### src/rtl/core/tpgd_pkg.sv
// Types and constants for the three-phase gate driver protection block.
package tpgd_pkg;

    localparam int LEG_COUNT = 3;
    localparam int CODE_BITS = 12;
    localparam int AGE_BITS  = 16;
    localparam int CNT_BITS  = 16;

    localparam logic [AGE_BITS-1:0] AGE_MAX = '1;
    localparam logic [CNT_BITS-1:0] CNT_MAX = '1;

    // register indexes on the config port
    localparam logic [2:0] REG_ENABLE_READY = 3'd0;
    localparam logic [2:0] REG_UVLO_FALL    = 3'd1;
    localparam logic [2:0] REG_UVLO_HYST    = 3'd2;
    localparam logic [2:0] REG_WARN_TEMP    = 3'd3;
    localparam logic [2:0] REG_SHDN_TEMP    = 3'd4;
    localparam logic [2:0] REG_DEAD_TIME    = 3'd5;
    localparam logic [2:0] REG_OC_LIMIT     = 3'd6;
    localparam logic [2:0] REG_OC_MODE      = 3'd7;

    // overcurrent modes; codes at or above OC_LATCH latch the leg
    localparam logic [1:0] OC_OFF   = 2'd0;
    localparam logic [1:0] OC_BLOCK = 2'd1;
    localparam logic [1:0] OC_LATCH = 2'd2;

    typedef struct packed {
        logic                        enable_gate;
        logic [LEG_COUNT-1:0]        high_inputs;
        logic [LEG_COUNT-1:0]        low_inputs;
        logic signed [CODE_BITS-1:0] current_a;
        logic signed [CODE_BITS-1:0] current_b;
        logic signed [CODE_BITS-1:0] current_c;
        logic [11:0]                 supply_level;
        logic [11:0]                 die_temperature;
        logic                        warn_force;
    } tick_word_t;

    typedef struct packed {
        logic [LEG_COUNT-1:0] gate_high;
        logic [LEG_COUNT-1:0] gate_low;
        logic                 fault_n;
        logic                 warning_n;
        logic                 is_ready;
        logic [CNT_BITS-1:0]  oc_event_count;
    } status_word_t;

    // shared controls from the top level to every leg
    typedef struct packed {
        logic                 advance;
        logic                 enabled;
        logic [1:0]           oc_mode;
        logic [AGE_BITS-1:0]  dead_time;
        logic [CODE_BITS-1:0] oc_limit;
    } leg_ctrl_t;

endpackage

### src/rtl/core/tpgd_leg.sv
// One half-bridge leg: truth table, shoot-through guard, dead time, overcurrent.
module tpgd_leg (
    input  logic                               clk,
    input  logic                               rst_n,
    input  tpgd_pkg::leg_ctrl_t                ctrl,
    input  logic                               high_in,
    input  logic                               low_in,
    input  logic                               high_last,
    input  logic                               low_last,
    input  logic signed [tpgd_pkg::CODE_BITS-1:0] current,
    output logic                               high_next,
    output logic                               low_next,
    output logic                               tripped_next,
    output logic                               trip_event
);
    import tpgd_pkg::*;

    logic                 high_on_reg, low_on_reg;
    logic                 high_blk_reg, low_blk_reg, trip_reg;
    logic [AGE_BITS-1:0]  high_age_reg, low_age_reg;

    logic                 high_blk_next, low_blk_next;
    logic [AGE_BITS-1:0]  high_age_next, low_age_next;
    logic [AGE_BITS-1:0]  high_age_inc, low_age_inc;
    logic                 high_blk, low_blk;
    logic                 want_h, want_l;
    logic [CODE_BITS-1:0] mag;
    logic                 latch_mode, oc_hit;

    always_comb
    begin
        high_age_inc = (high_age_reg == AGE_MAX) ? high_age_reg : high_age_reg + 1'b1;
        low_age_inc  = (low_age_reg == AGE_MAX) ? low_age_reg : low_age_reg + 1'b1;

        // a fresh rising input releases a cycle-by-cycle block
        high_blk = high_blk_reg & ~(high_in & ~high_last);
        low_blk  = low_blk_reg & ~(low_in & ~low_last);

        want_h = ctrl.enabled & high_in & ~low_in & ~trip_reg & ~high_blk;
        want_l = ctrl.enabled & low_in & ~high_in & ~trip_reg & ~low_blk;

        // dead-time floor, then never turn on against a conducting complement
        if (want_h && !high_on_reg && !low_on_reg && low_age_inc < ctrl.dead_time)
        begin
            want_h = 1'b0;
        end
        if (want_h && low_on_reg)
        begin
            want_h = 1'b0;
        end
        if (want_l && !low_on_reg && !high_on_reg && high_age_inc < ctrl.dead_time)
        begin
            want_l = 1'b0;
        end
        if (want_l && high_on_reg)
        begin
            want_l = 1'b0;
        end

        // most negative code maps to its exact magnitude as unsigned
        mag = current[CODE_BITS-1] ? (~current + 1'b1) : current;

        latch_mode = (ctrl.oc_mode >= OC_LATCH);
        oc_hit     = (ctrl.oc_mode != OC_OFF) & ctrl.enabled & (want_h | want_l)
                     & (mag > ctrl.oc_limit);

        high_age_next = high_age_inc;
        low_age_next  = low_age_inc;
        if ((high_on_reg && !want_h) || (oc_hit && (latch_mode || want_h)))
        begin
            high_age_next = '0;
        end
        if ((low_on_reg && !want_l) || (oc_hit && (latch_mode || want_l)))
        begin
            low_age_next = '0;
        end

        high_blk_next = high_blk | (oc_hit & ~latch_mode & want_h);
        low_blk_next  = low_blk | (oc_hit & ~latch_mode & want_l);
        tripped_next  = trip_reg | (oc_hit & latch_mode);

        high_next  = want_h & ~oc_hit;
        low_next   = want_l & ~oc_hit;
        trip_event = oc_hit;
    end

    always_ff @(posedge clk or negedge rst_n)
    begin
        if (!rst_n)
        begin
            high_on_reg  <= 1'b0;
            low_on_reg   <= 1'b0;
            high_blk_reg <= 1'b0;
            low_blk_reg  <= 1'b0;
            trip_reg     <= 1'b0;
            high_age_reg <= AGE_MAX;
            low_age_reg  <= AGE_MAX;
        end
        else if (ctrl.advance)
        begin
            high_on_reg  <= high_next;
            low_on_reg   <= low_next;
            high_blk_reg <= high_blk_next;
            low_blk_reg  <= low_blk_next;
            trip_reg     <= tripped_next;
            high_age_reg <= high_age_next;
            low_age_reg  <= low_age_next;
        end
    end

endmodule

### src/rtl/core/three_phase_gate_driver_protection.sv
// Three-phase gate driver with enable settle, UVLO, thermal and overcurrent protection.
//
// Usage: each tick word carries the gate enable, six PWM inputs, three phase
// currents, the supply code and the die temperature. One status word comes
// back per tick: gate drives, fault_n, warning_n, is_ready and the saturating
// overcurrent count.
// Channels: tick_valid/tick_stall in, status_valid/status_stall out; a word
// moves on a clock edge with valid high and stall low. Config registers are
// written through cfg_valid/cfg_ready/cfg_index/cfg_data; cfg_ready is always
// high, and writes are meant for idle periods only.
// Path: an accepted tick waits in the input register, then one pass of
// protection logic writes its status word into the status register.
// Throughput: one tick per cycle while the status channel is not stalled; all state updates in that single pass.
// Stall: while status_stall holds a pending word, the input register fills and
// tick_stall rises only once both registers are occupied.
// Reset: config returns to defaults, off-age counters saturate, all latches,
// blocks and counts clear, both registers empty.
module three_phase_gate_driver_protection #(
    parameter int WARN_PULSE_TICKS = 64
) (
    input  logic                    clk,
    input  logic                    rst_n,
    input  logic                    tick_valid,
    output logic                    tick_stall,
    input  tpgd_pkg::tick_word_t    tick_word,
    output logic                    status_valid,
    input  logic                    status_stall,
    output tpgd_pkg::status_word_t  status_word,
    input  logic                    cfg_valid,
    output logic                    cfg_ready,
    input  logic [2:0]              cfg_index,
    input  logic [15:0]             cfg_data
);
    import tpgd_pkg::*;

    localparam int WARN_BITS = $clog2(WARN_PULSE_TICKS + 1);
    localparam logic [WARN_BITS-1:0] WARN_LOAD = WARN_BITS'(WARN_PULSE_TICKS);

    // configuration registers
    logic [15:0]          enable_ready_reg;
    logic [11:0]          uvlo_fall_reg, uvlo_hyst_reg, warn_temp_reg, shdn_temp_reg;
    logic [15:0]          dead_time_reg;
    logic [CODE_BITS-1:0] oc_limit_reg;
    logic [1:0]           oc_mode_reg;

    // pipeline registers
    logic         tick_vld_reg;
    tick_word_t   tick_reg;
    logic         status_vld_reg;
    status_word_t status_reg;
    logic         advance;

    // block-level state
    logic                 last_en_reg, ready_reg, uv_reg, shdn_reg;
    logic [AGE_BITS-1:0]  en_age_reg, en_age_next;
    logic                 ready_next, uv_next, shdn_next, enabled;
    logic [WARN_BITS-1:0] warn_reg, warn_next, warn_cur;
    logic [LEG_COUNT-1:0] last_high_reg, last_low_reg;
    logic [CNT_BITS-1:0]  trip_cnt_reg, trip_cnt_next;
    logic [CNT_BITS:0]    trip_sum;
    logic [1:0]           trip_total;
    status_word_t         status_next;

    // per-leg results
    leg_ctrl_t                    leg_ctrl;
    logic [LEG_COUNT-1:0]         gate_high_next, gate_low_next, tripped_next, trip_event;
    logic signed [CODE_BITS-1:0]  leg_current [LEG_COUNT];

    assign cfg_ready = 1'b1;

    // the pass runs when an item waits and the status register can take it
    assign advance    = tick_vld_reg & (~status_vld_reg | ~status_stall);
    assign tick_stall = tick_vld_reg & ~advance;

    always_ff @(posedge clk or negedge rst_n)
    begin
        if (!rst_n)
        begin
            enable_ready_reg <= 16'd1000;
            uvlo_fall_reg    <= 12'd1000;
            uvlo_hyst_reg    <= 12'd100;
            warn_temp_reg    <= 12'd3000;
            shdn_temp_reg    <= 12'd3500;
            dead_time_reg    <= 16'd4;
            oc_limit_reg     <= CODE_BITS'(2048);
            oc_mode_reg      <= OC_BLOCK;
        end
        else if (cfg_valid && cfg_ready)
        begin
            unique case (cfg_index)
                REG_ENABLE_READY: enable_ready_reg <= cfg_data;
                REG_UVLO_FALL:    uvlo_fall_reg    <= cfg_data[11:0];
                REG_UVLO_HYST:    uvlo_hyst_reg    <= cfg_data[11:0];
                REG_WARN_TEMP:    warn_temp_reg    <= cfg_data[11:0];
                REG_SHDN_TEMP:    shdn_temp_reg    <= cfg_data[11:0];
                REG_DEAD_TIME:    dead_time_reg    <= cfg_data;
                REG_OC_LIMIT:     oc_limit_reg     <= cfg_data[CODE_BITS-1:0];
                REG_OC_MODE:      oc_mode_reg      <= cfg_data[1:0];
                default: ;
            endcase
        end
    end

    // enable settle, UVLO hysteresis, thermal latch, warning stretch
    always_comb
    begin
        if (!tick_reg.enable_gate || !last_en_reg)
        begin
            en_age_next = '0;
        end
        else
        begin
            en_age_next = (en_age_reg == AGE_MAX) ? en_age_reg : en_age_reg + 1'b1;
        end
        ready_next = tick_reg.enable_gate & (ready_reg | (en_age_next >= enable_ready_reg));

        if (tick_reg.supply_level < uvlo_fall_reg)
        begin
            uv_next = 1'b1;
        end
        else if ({1'b0, tick_reg.supply_level} > ({1'b0, uvlo_fall_reg} + {1'b0, uvlo_hyst_reg}))
        begin
            uv_next = 1'b0;
        end
        else
        begin
            uv_next = uv_reg;
        end

        // enable low clears the thermal latch; still hot sets it again
        shdn_next = (tick_reg.enable_gate & shdn_reg)
                    | (tick_reg.die_temperature >= shdn_temp_reg);

        enabled = tick_reg.enable_gate & ready_next & ~uv_next & ~shdn_next;

        leg_ctrl.advance   = advance;
        leg_ctrl.enabled   = enabled;
        leg_ctrl.oc_mode   = oc_mode_reg;
        leg_ctrl.dead_time = dead_time_reg;
        leg_ctrl.oc_limit  = oc_limit_reg;

        leg_current[0] = tick_reg.current_a;
        leg_current[1] = tick_reg.current_b;
        leg_current[2] = tick_reg.current_c;

        // a forced warning, any trip or a hot die reloads the warning stretch
        if (tick_reg.warn_force || (tick_reg.die_temperature >= warn_temp_reg) || (|trip_event))
        begin
            warn_cur = WARN_LOAD;
        end
        else
        begin
            warn_cur = warn_reg;
        end
        warn_next = (warn_cur != '0) ? warn_cur - 1'b1 : warn_cur;

        // up to one trip per leg in a tick
        trip_total    = {1'b0, trip_event[0]} + {1'b0, trip_event[1]} + {1'b0, trip_event[2]};
        trip_sum      = {1'b0, trip_cnt_reg} + (CNT_BITS + 1)'(trip_total);
        trip_cnt_next = trip_sum[CNT_BITS] ? CNT_MAX : trip_sum[CNT_BITS-1:0];

        status_next.gate_high      = gate_high_next;
        status_next.gate_low       = gate_low_next;
        status_next.fault_n        = ~(uv_next | shdn_next | (|tripped_next)) & ready_next;
        status_next.warning_n      = (warn_cur == '0);
        status_next.is_ready       = ready_next;
        status_next.oc_event_count = trip_cnt_next;
    end

    for (genvar k = 0; k < LEG_COUNT; k++)
    begin : g_leg
        tpgd_leg u_leg (
            .clk          (clk),
            .rst_n        (rst_n),
            .ctrl         (leg_ctrl),
            .high_in      (tick_reg.high_inputs[k]),
            .low_in       (tick_reg.low_inputs[k]),
            .high_last    (last_high_reg[k]),
            .low_last     (last_low_reg[k]),
            .current      (leg_current[k]),
            .high_next    (gate_high_next[k]),
            .low_next     (gate_low_next[k]),
            .tripped_next (tripped_next[k]),
            .trip_event   (trip_event[k])
        );
    end

    // block state advances with each processed tick
    always_ff @(posedge clk or negedge rst_n)
    begin
        if (!rst_n)
        begin
            last_en_reg   <= 1'b0;
            en_age_reg    <= '0;
            ready_reg     <= 1'b0;
            uv_reg        <= 1'b0;
            shdn_reg      <= 1'b0;
            warn_reg      <= '0;
            last_high_reg <= '0;
            last_low_reg  <= '0;
            trip_cnt_reg  <= '0;
        end
        else if (advance)
        begin
            last_en_reg   <= tick_reg.enable_gate;
            en_age_reg    <= en_age_next;
            ready_reg     <= ready_next;
            uv_reg        <= uv_next;
            shdn_reg      <= shdn_next;
            warn_reg      <= warn_next;
            last_high_reg <= tick_reg.high_inputs;
            last_low_reg  <= tick_reg.low_inputs;
            trip_cnt_reg  <= trip_cnt_next;
        end
    end

    // input and status registers
    always_ff @(posedge clk or negedge rst_n)
    begin
        if (!rst_n)
        begin
            tick_vld_reg   <= 1'b0;
            status_vld_reg <= 1'b0;
        end
        else
        begin
            if (tick_valid && !tick_stall)
            begin
                tick_vld_reg <= 1'b1;
            end
            else if (advance)
            begin
                tick_vld_reg <= 1'b0;
            end

            if (advance)
            begin
                status_vld_reg <= 1'b1;
            end
            else if (!status_stall)
            begin
                status_vld_reg <= 1'b0;
            end
        end
    end

    always_ff @(posedge clk)
    begin
        if (tick_valid && !tick_stall)
        begin
            tick_reg <= tick_word;
        end
        if (advance)
        begin
            status_reg <= status_next;
        end
    end

    assign status_valid = status_vld_reg;
    assign status_word  = status_reg;

endmodule

### config.mk
export PLATFORM = sky130hd
export DESIGN_NAME = three_phase_gate_driver_protection
export DESIGN_NICKNAME = d
export VERILOG_FILES = /design/src/rtl/core/tpgd_pkg.sv /design/src/rtl/core/tpgd_leg.sv /design/src/rtl/core/three_phase_gate_driver_protection.sv
export SDC_FILE = /design/constraint.sdc
export NUM_CORES = 1
export LEC_CHECK = 0
export BUFFER_PORTS_ARGS = -buffer_cell sky130_fd_sc_hd__buf_2
export CAP_MARGIN = 20
export CORE_ASPECT_RATIO = 1.25
export CORE_MARGIN = 10
export CORE_UTILIZATION = 40
export CTS_BUF_LIST = sky130_fd_sc_hd__clkbuf_4
export DETAILED_ROUTE_END_ITERATION = 10
export PLACE_DENSITY = 0.62
export SLEW_MARGIN = 40
export SYNTH_ARGS = -nofsm -noshare
export SYNTH_HDL_FRONTEND = slang
export SYNTH_SLANG_ARGS = --single-unit
### constraint.sdc
create_clock -name clk -period 10 [get_ports clk]
set_clock_uncertainty 0.2 [all_clocks]
set_input_delay 0.5 -clock clk [delete_from_list [all_inputs] [get_ports clk]]
set_output_delay 0.5 -clock clk [all_outputs]
set_load 0.05 [all_outputs]
==> impl_summary.md <==
Timing
Measured against its own limit, the worst slew margin works out to 0.440. Hold timing on the final database bottoms out at a slack of between 100 and 150 ps. Subtracting the final worst setup slack from the clock period gives 7690 ps. Derived from the worst setup path, the maximum achievable clock frequency is between 100 and 150 MHz. In the finished design, the share of the clock period the worst path needs comes to 0.769. The worst-margin pin slew is ~840 ps. The sum of negative setup slack is 0 ps. Setup repair after global routing left no endpoint under its margin. The final number of hold-violating endpoints came to 0. The number of max-slew violations in the final report was 0.

Setup violations remaining at the end of the flow were counted as 0.

Clocking
The number of setup buffers added after CTS is 0. The clock tree from TritonCTS is done. The clock reaches the later pin of the worst-skew pair after 860 ps. The number of buffers inserted during clock tree synthesis is 91. The root cell of the clock tree is clkbuf_4. The count of H-tree levels built during CTS is 3.

The clock drives roughly 350 sinks. After clock tree synthesis, the clock-pin slew on the worst setup and hold paths is around 80 ps. The clock passes through at most 3 buffers.

Global routing
The total overflow left after global routing is 0. The maximum number of pins on one net before global-route repair is 88. The first global-routing pass estimated approximately 90,000 µm of wire. The number of antenna violations at the first check in global routing is 2. The global-route usage over all layers is 0.178. The number of global-route vias before repair was about 18,000.

Finish
The top cell types in the final layout, fill and taps aside, are 294 x nand2_1, 215 x ha_1, 131 x nor2_1, 130 x clkbuf_4. In the final design database the tool counted around 2,700 nets. The finished layout holds between 3,000 and 4,000 standard cells, fillers aside. The signed area change from the synthesized netlist to the final layout is 16.7%.

The fraction of final layout cells sized beyond drive strength 1 is 0.209. Leaving out fill and tap cells, the most frequent cell in the layout is nand2_1.

Worst hold path
The type of the most critical hold path is in -> reg. The hold path depth is 2. The endpoint of the worst hold-timing path is tick_reg[20]$_DFFE_PP_. The startpoint of the lowest-slack hold path is tick_word[20].

Setup path
The critical path runs through a total of 29 cells. Along the worst path, the maximum fanout reaches 24. STA puts the critical path data required time at about 11,000 ps. The cell depth of the worst flop-to-flop path is 29. The reg2reg setup slack is about 2300 ps. The cell with the largest stage delay on the worst path is nor4_4.

The type of the worst setup path is reg -> reg. The startpoint identified for the worst register-to-register timing path is en_age_reg[6]$_DFFE_PN0P_. Counting both buffers and inverters, the worst setup path holds a total of 0. On the critical path the largest part of the delay comes from simple AND/OR/NAND/NOR gates. The capture point of the worst reg-to-reg path is trip_cnt_reg[0]$_DFFE_PN0P_.

The largest stage delay on the critical path is slightly above 600 ps. The arrival time of data at the critical path endpoint is between 8000 and 9000 ps. The worst setup path is launched from a register. The worst setup path is captured at a register.

Synth
After synthesis the cells add up to around 0.022 mm². The number of synthesized flops with an enable pin is 93. The proportion of synthesized chip area in sequential cells is 0.433. Yosys printed 0 warnings. The count of mapped cells out of synthesis is between 2,000 and 2,500. Counting distinct cell types in the post-synthesis netlist gives a little under 90. The net count after synthesis is ~2,500. The synthesized design contains 349 register bits. The most frequently used flop master after synthesis is dfstp_2. The share of synthesized flip-flops with an asynchronous set or reset is 0.734. Averaged over all synthesized cells, the footprint is 9.94 µm².

Power
The power density over cell area is approximately 180 mW/mm². Across the VDD grid, the largest voltage drop is about 0.18 mV. The leakage component of the power is roughly 11 nW.

Place
The final HPWL from detailed placement is between 40,000 and 50,000 µm. The quantity of I/O buffers inserted on ports is about 120. The last weighted congestion value of the routability-driven placer is between 0.8 and 0.9. The instance count after placement with tap cells included is 2,961.

Routing
The residual antenna-violating net count after detailed routing is 0. The first routing iteration left 887 violations. Detailed routing inserted a total of between 15,000 and 20,000 vias.

In the routed design, unresolved DRC markers number 0. The final wirelength is between 50,000 and 60,000 µm. Dividing the detail-routed via count by the number of cells gives between 5 and 6. After detailed routing, the average wire length per cell comes to about 18 µm. The length of the first detailed-routing pass in iterations is 5.

Floorplan
In this run the vertical extent of the chip is between 200 and 300 µm. The floorplan has 95 rows. In this run the horizontal extent of the chip is roughly 230 µm. The core outline area is 0.0536 mm².

The initial utilization of the core area, before any placement, comes to 0.403. The total die area is approximately 0.064 mm². between 100 and 150 I/O pins were placed.

Flow run
The reported max-cap violation count is 0.

Run status
The run finished with clean final reports.
-- logic make-up after synthesis --
kind of cell,count (synthesis),share of synthesized area
other,1,0.000173
xor gates and xnor gates,121,0.0490
and+or+nand+nor,747,0.169
adders and majority gates,218,0.127
DFF,349,0.433
AOI/OAI and AO/OA,479,0.149
muxes,72,0.0372
buffers and inverters,188,0.0350
-- final cells by class --
| class | instances | area (µm²) |
|---|---|---|
| antenna | 2 | 5.00 |
| clock inverter | 40 | 240 |
| tap | 727 | 910 |
| multi-input combinational | 1638 | 11600 |
| timing repair buffer | 227 | 1710 |
| inverter | 118 | 445 |
| sequential | 349 | 9360 |
| clock buffer | 130 | 976 |
| fill | 5021 | 28400 |
-- layer usage --
layer / GRT usage / vias to the layer above / wire (µm)
met3: 0.0293 / 107 / 2530
met4: 0.0741 / 0 / 1790
li1: - / 8459 / -
met5: 0 / - / 0
met2: 0.322 / 387 / 29200
met1: 0.205 / 8468 / 24100
-- worst max path at each step --
stage	start	to	slack, ps
final	en_age_reg[6]$_DFFE_PN0P_	trip_cnt_reg[0]$_DFFE_PN0P_	2310
after global routing	en_age_reg[6]$_DFFE_PN0P_	trip_cnt_reg[1]$_DFFE_PN0P_	1770
after CTS	en_age_reg[6]$_DFFE_PN0P_	trip_cnt_reg[0]$_DFFE_PN0P_	2020
after detailed placement	en_age_reg[7]$_DFFE_PN0P_	trip_cnt_reg[1]$_DFFE_PN0P_	2050
after global placement	en_age_reg[6]$_DFFE_PN0P_	trip_cnt_reg[0]$_DFFE_PN0P_	2010
after floorplan	en_age_reg[7]$_DFFE_PN0P_	status_word[10]$_DFFE_PP_	3460
-- stage by stage --
stage	worst slack, ps	util	instance area (µm²)	total power, mW
after floorplan	3460	-	21600	2.87
after global placement	2010	0.428	22900	3.21
after detailed placement	2050	0.429	23000	3.27
after CTS	2020	0.470	25200	4.64
after global routing	1770	0.471	25200	4.92
final	2310	0.471	25200	4.58
-- where the power goes --
part / switching (mW) / total [mW] / internal (mW)
clock network: 0.639 / 1.30 / 0.661
registers: 0.179 / 1.92 / 1.74
logic: 0.793 / 1.37 / 0.572
-- synth_stat cells, drive strengths merged, types with 4 or more instances --
library cell  number  share of area
nor2b             21         0.0061
nand2            296          0.051
nor3b             10         0.0039
a41oi              6         0.0024
nand2b            34         0.0098
nor4              12         0.0051
o21a              19         0.0066
inv              118          0.020
nand4             53          0.016
buf               23         0.0063
a2111oi           13         0.0070
or2                5         0.0014
or4                4         0.0014
xnor2             72          0.029
a21oi             97          0.023
mux2              67          0.035
mux2i              5         0.0023
edfxtp            93           0.13
nor2             133          0.023
dfrtp            128           0.15
o21ai            134          0.032
a21o              34          0.012
or3               15         0.0043
and4              11         0.0045
o22ai              8         0.0023
o211ai            10         0.0035
nand4b             6         0.0024
clkbuf            47         0.0082
o31ai             24         0.0086
and3              23         0.0067
a22o              33          0.013
a211oi            17         0.0059
nand3             62          0.015
dfstp            128           0.16
a31o              16         0.0065
ha               215           0.12
o41ai             10         0.0044
a32o              14         0.0065
nor3              31         0.0072
xor2              49          0.020
and2              21         0.0062
a31oi             20         0.0058
-- repair_timing --
| item | CTS | global route |
|---|---|---|
| gates resized for setup | 0 | 0 |
| endpoints found under the hold margin | 331 | 0 |
| hold buffers | 97 | 0 |
No activity file was read; power rests on OpenSTA's default activity.
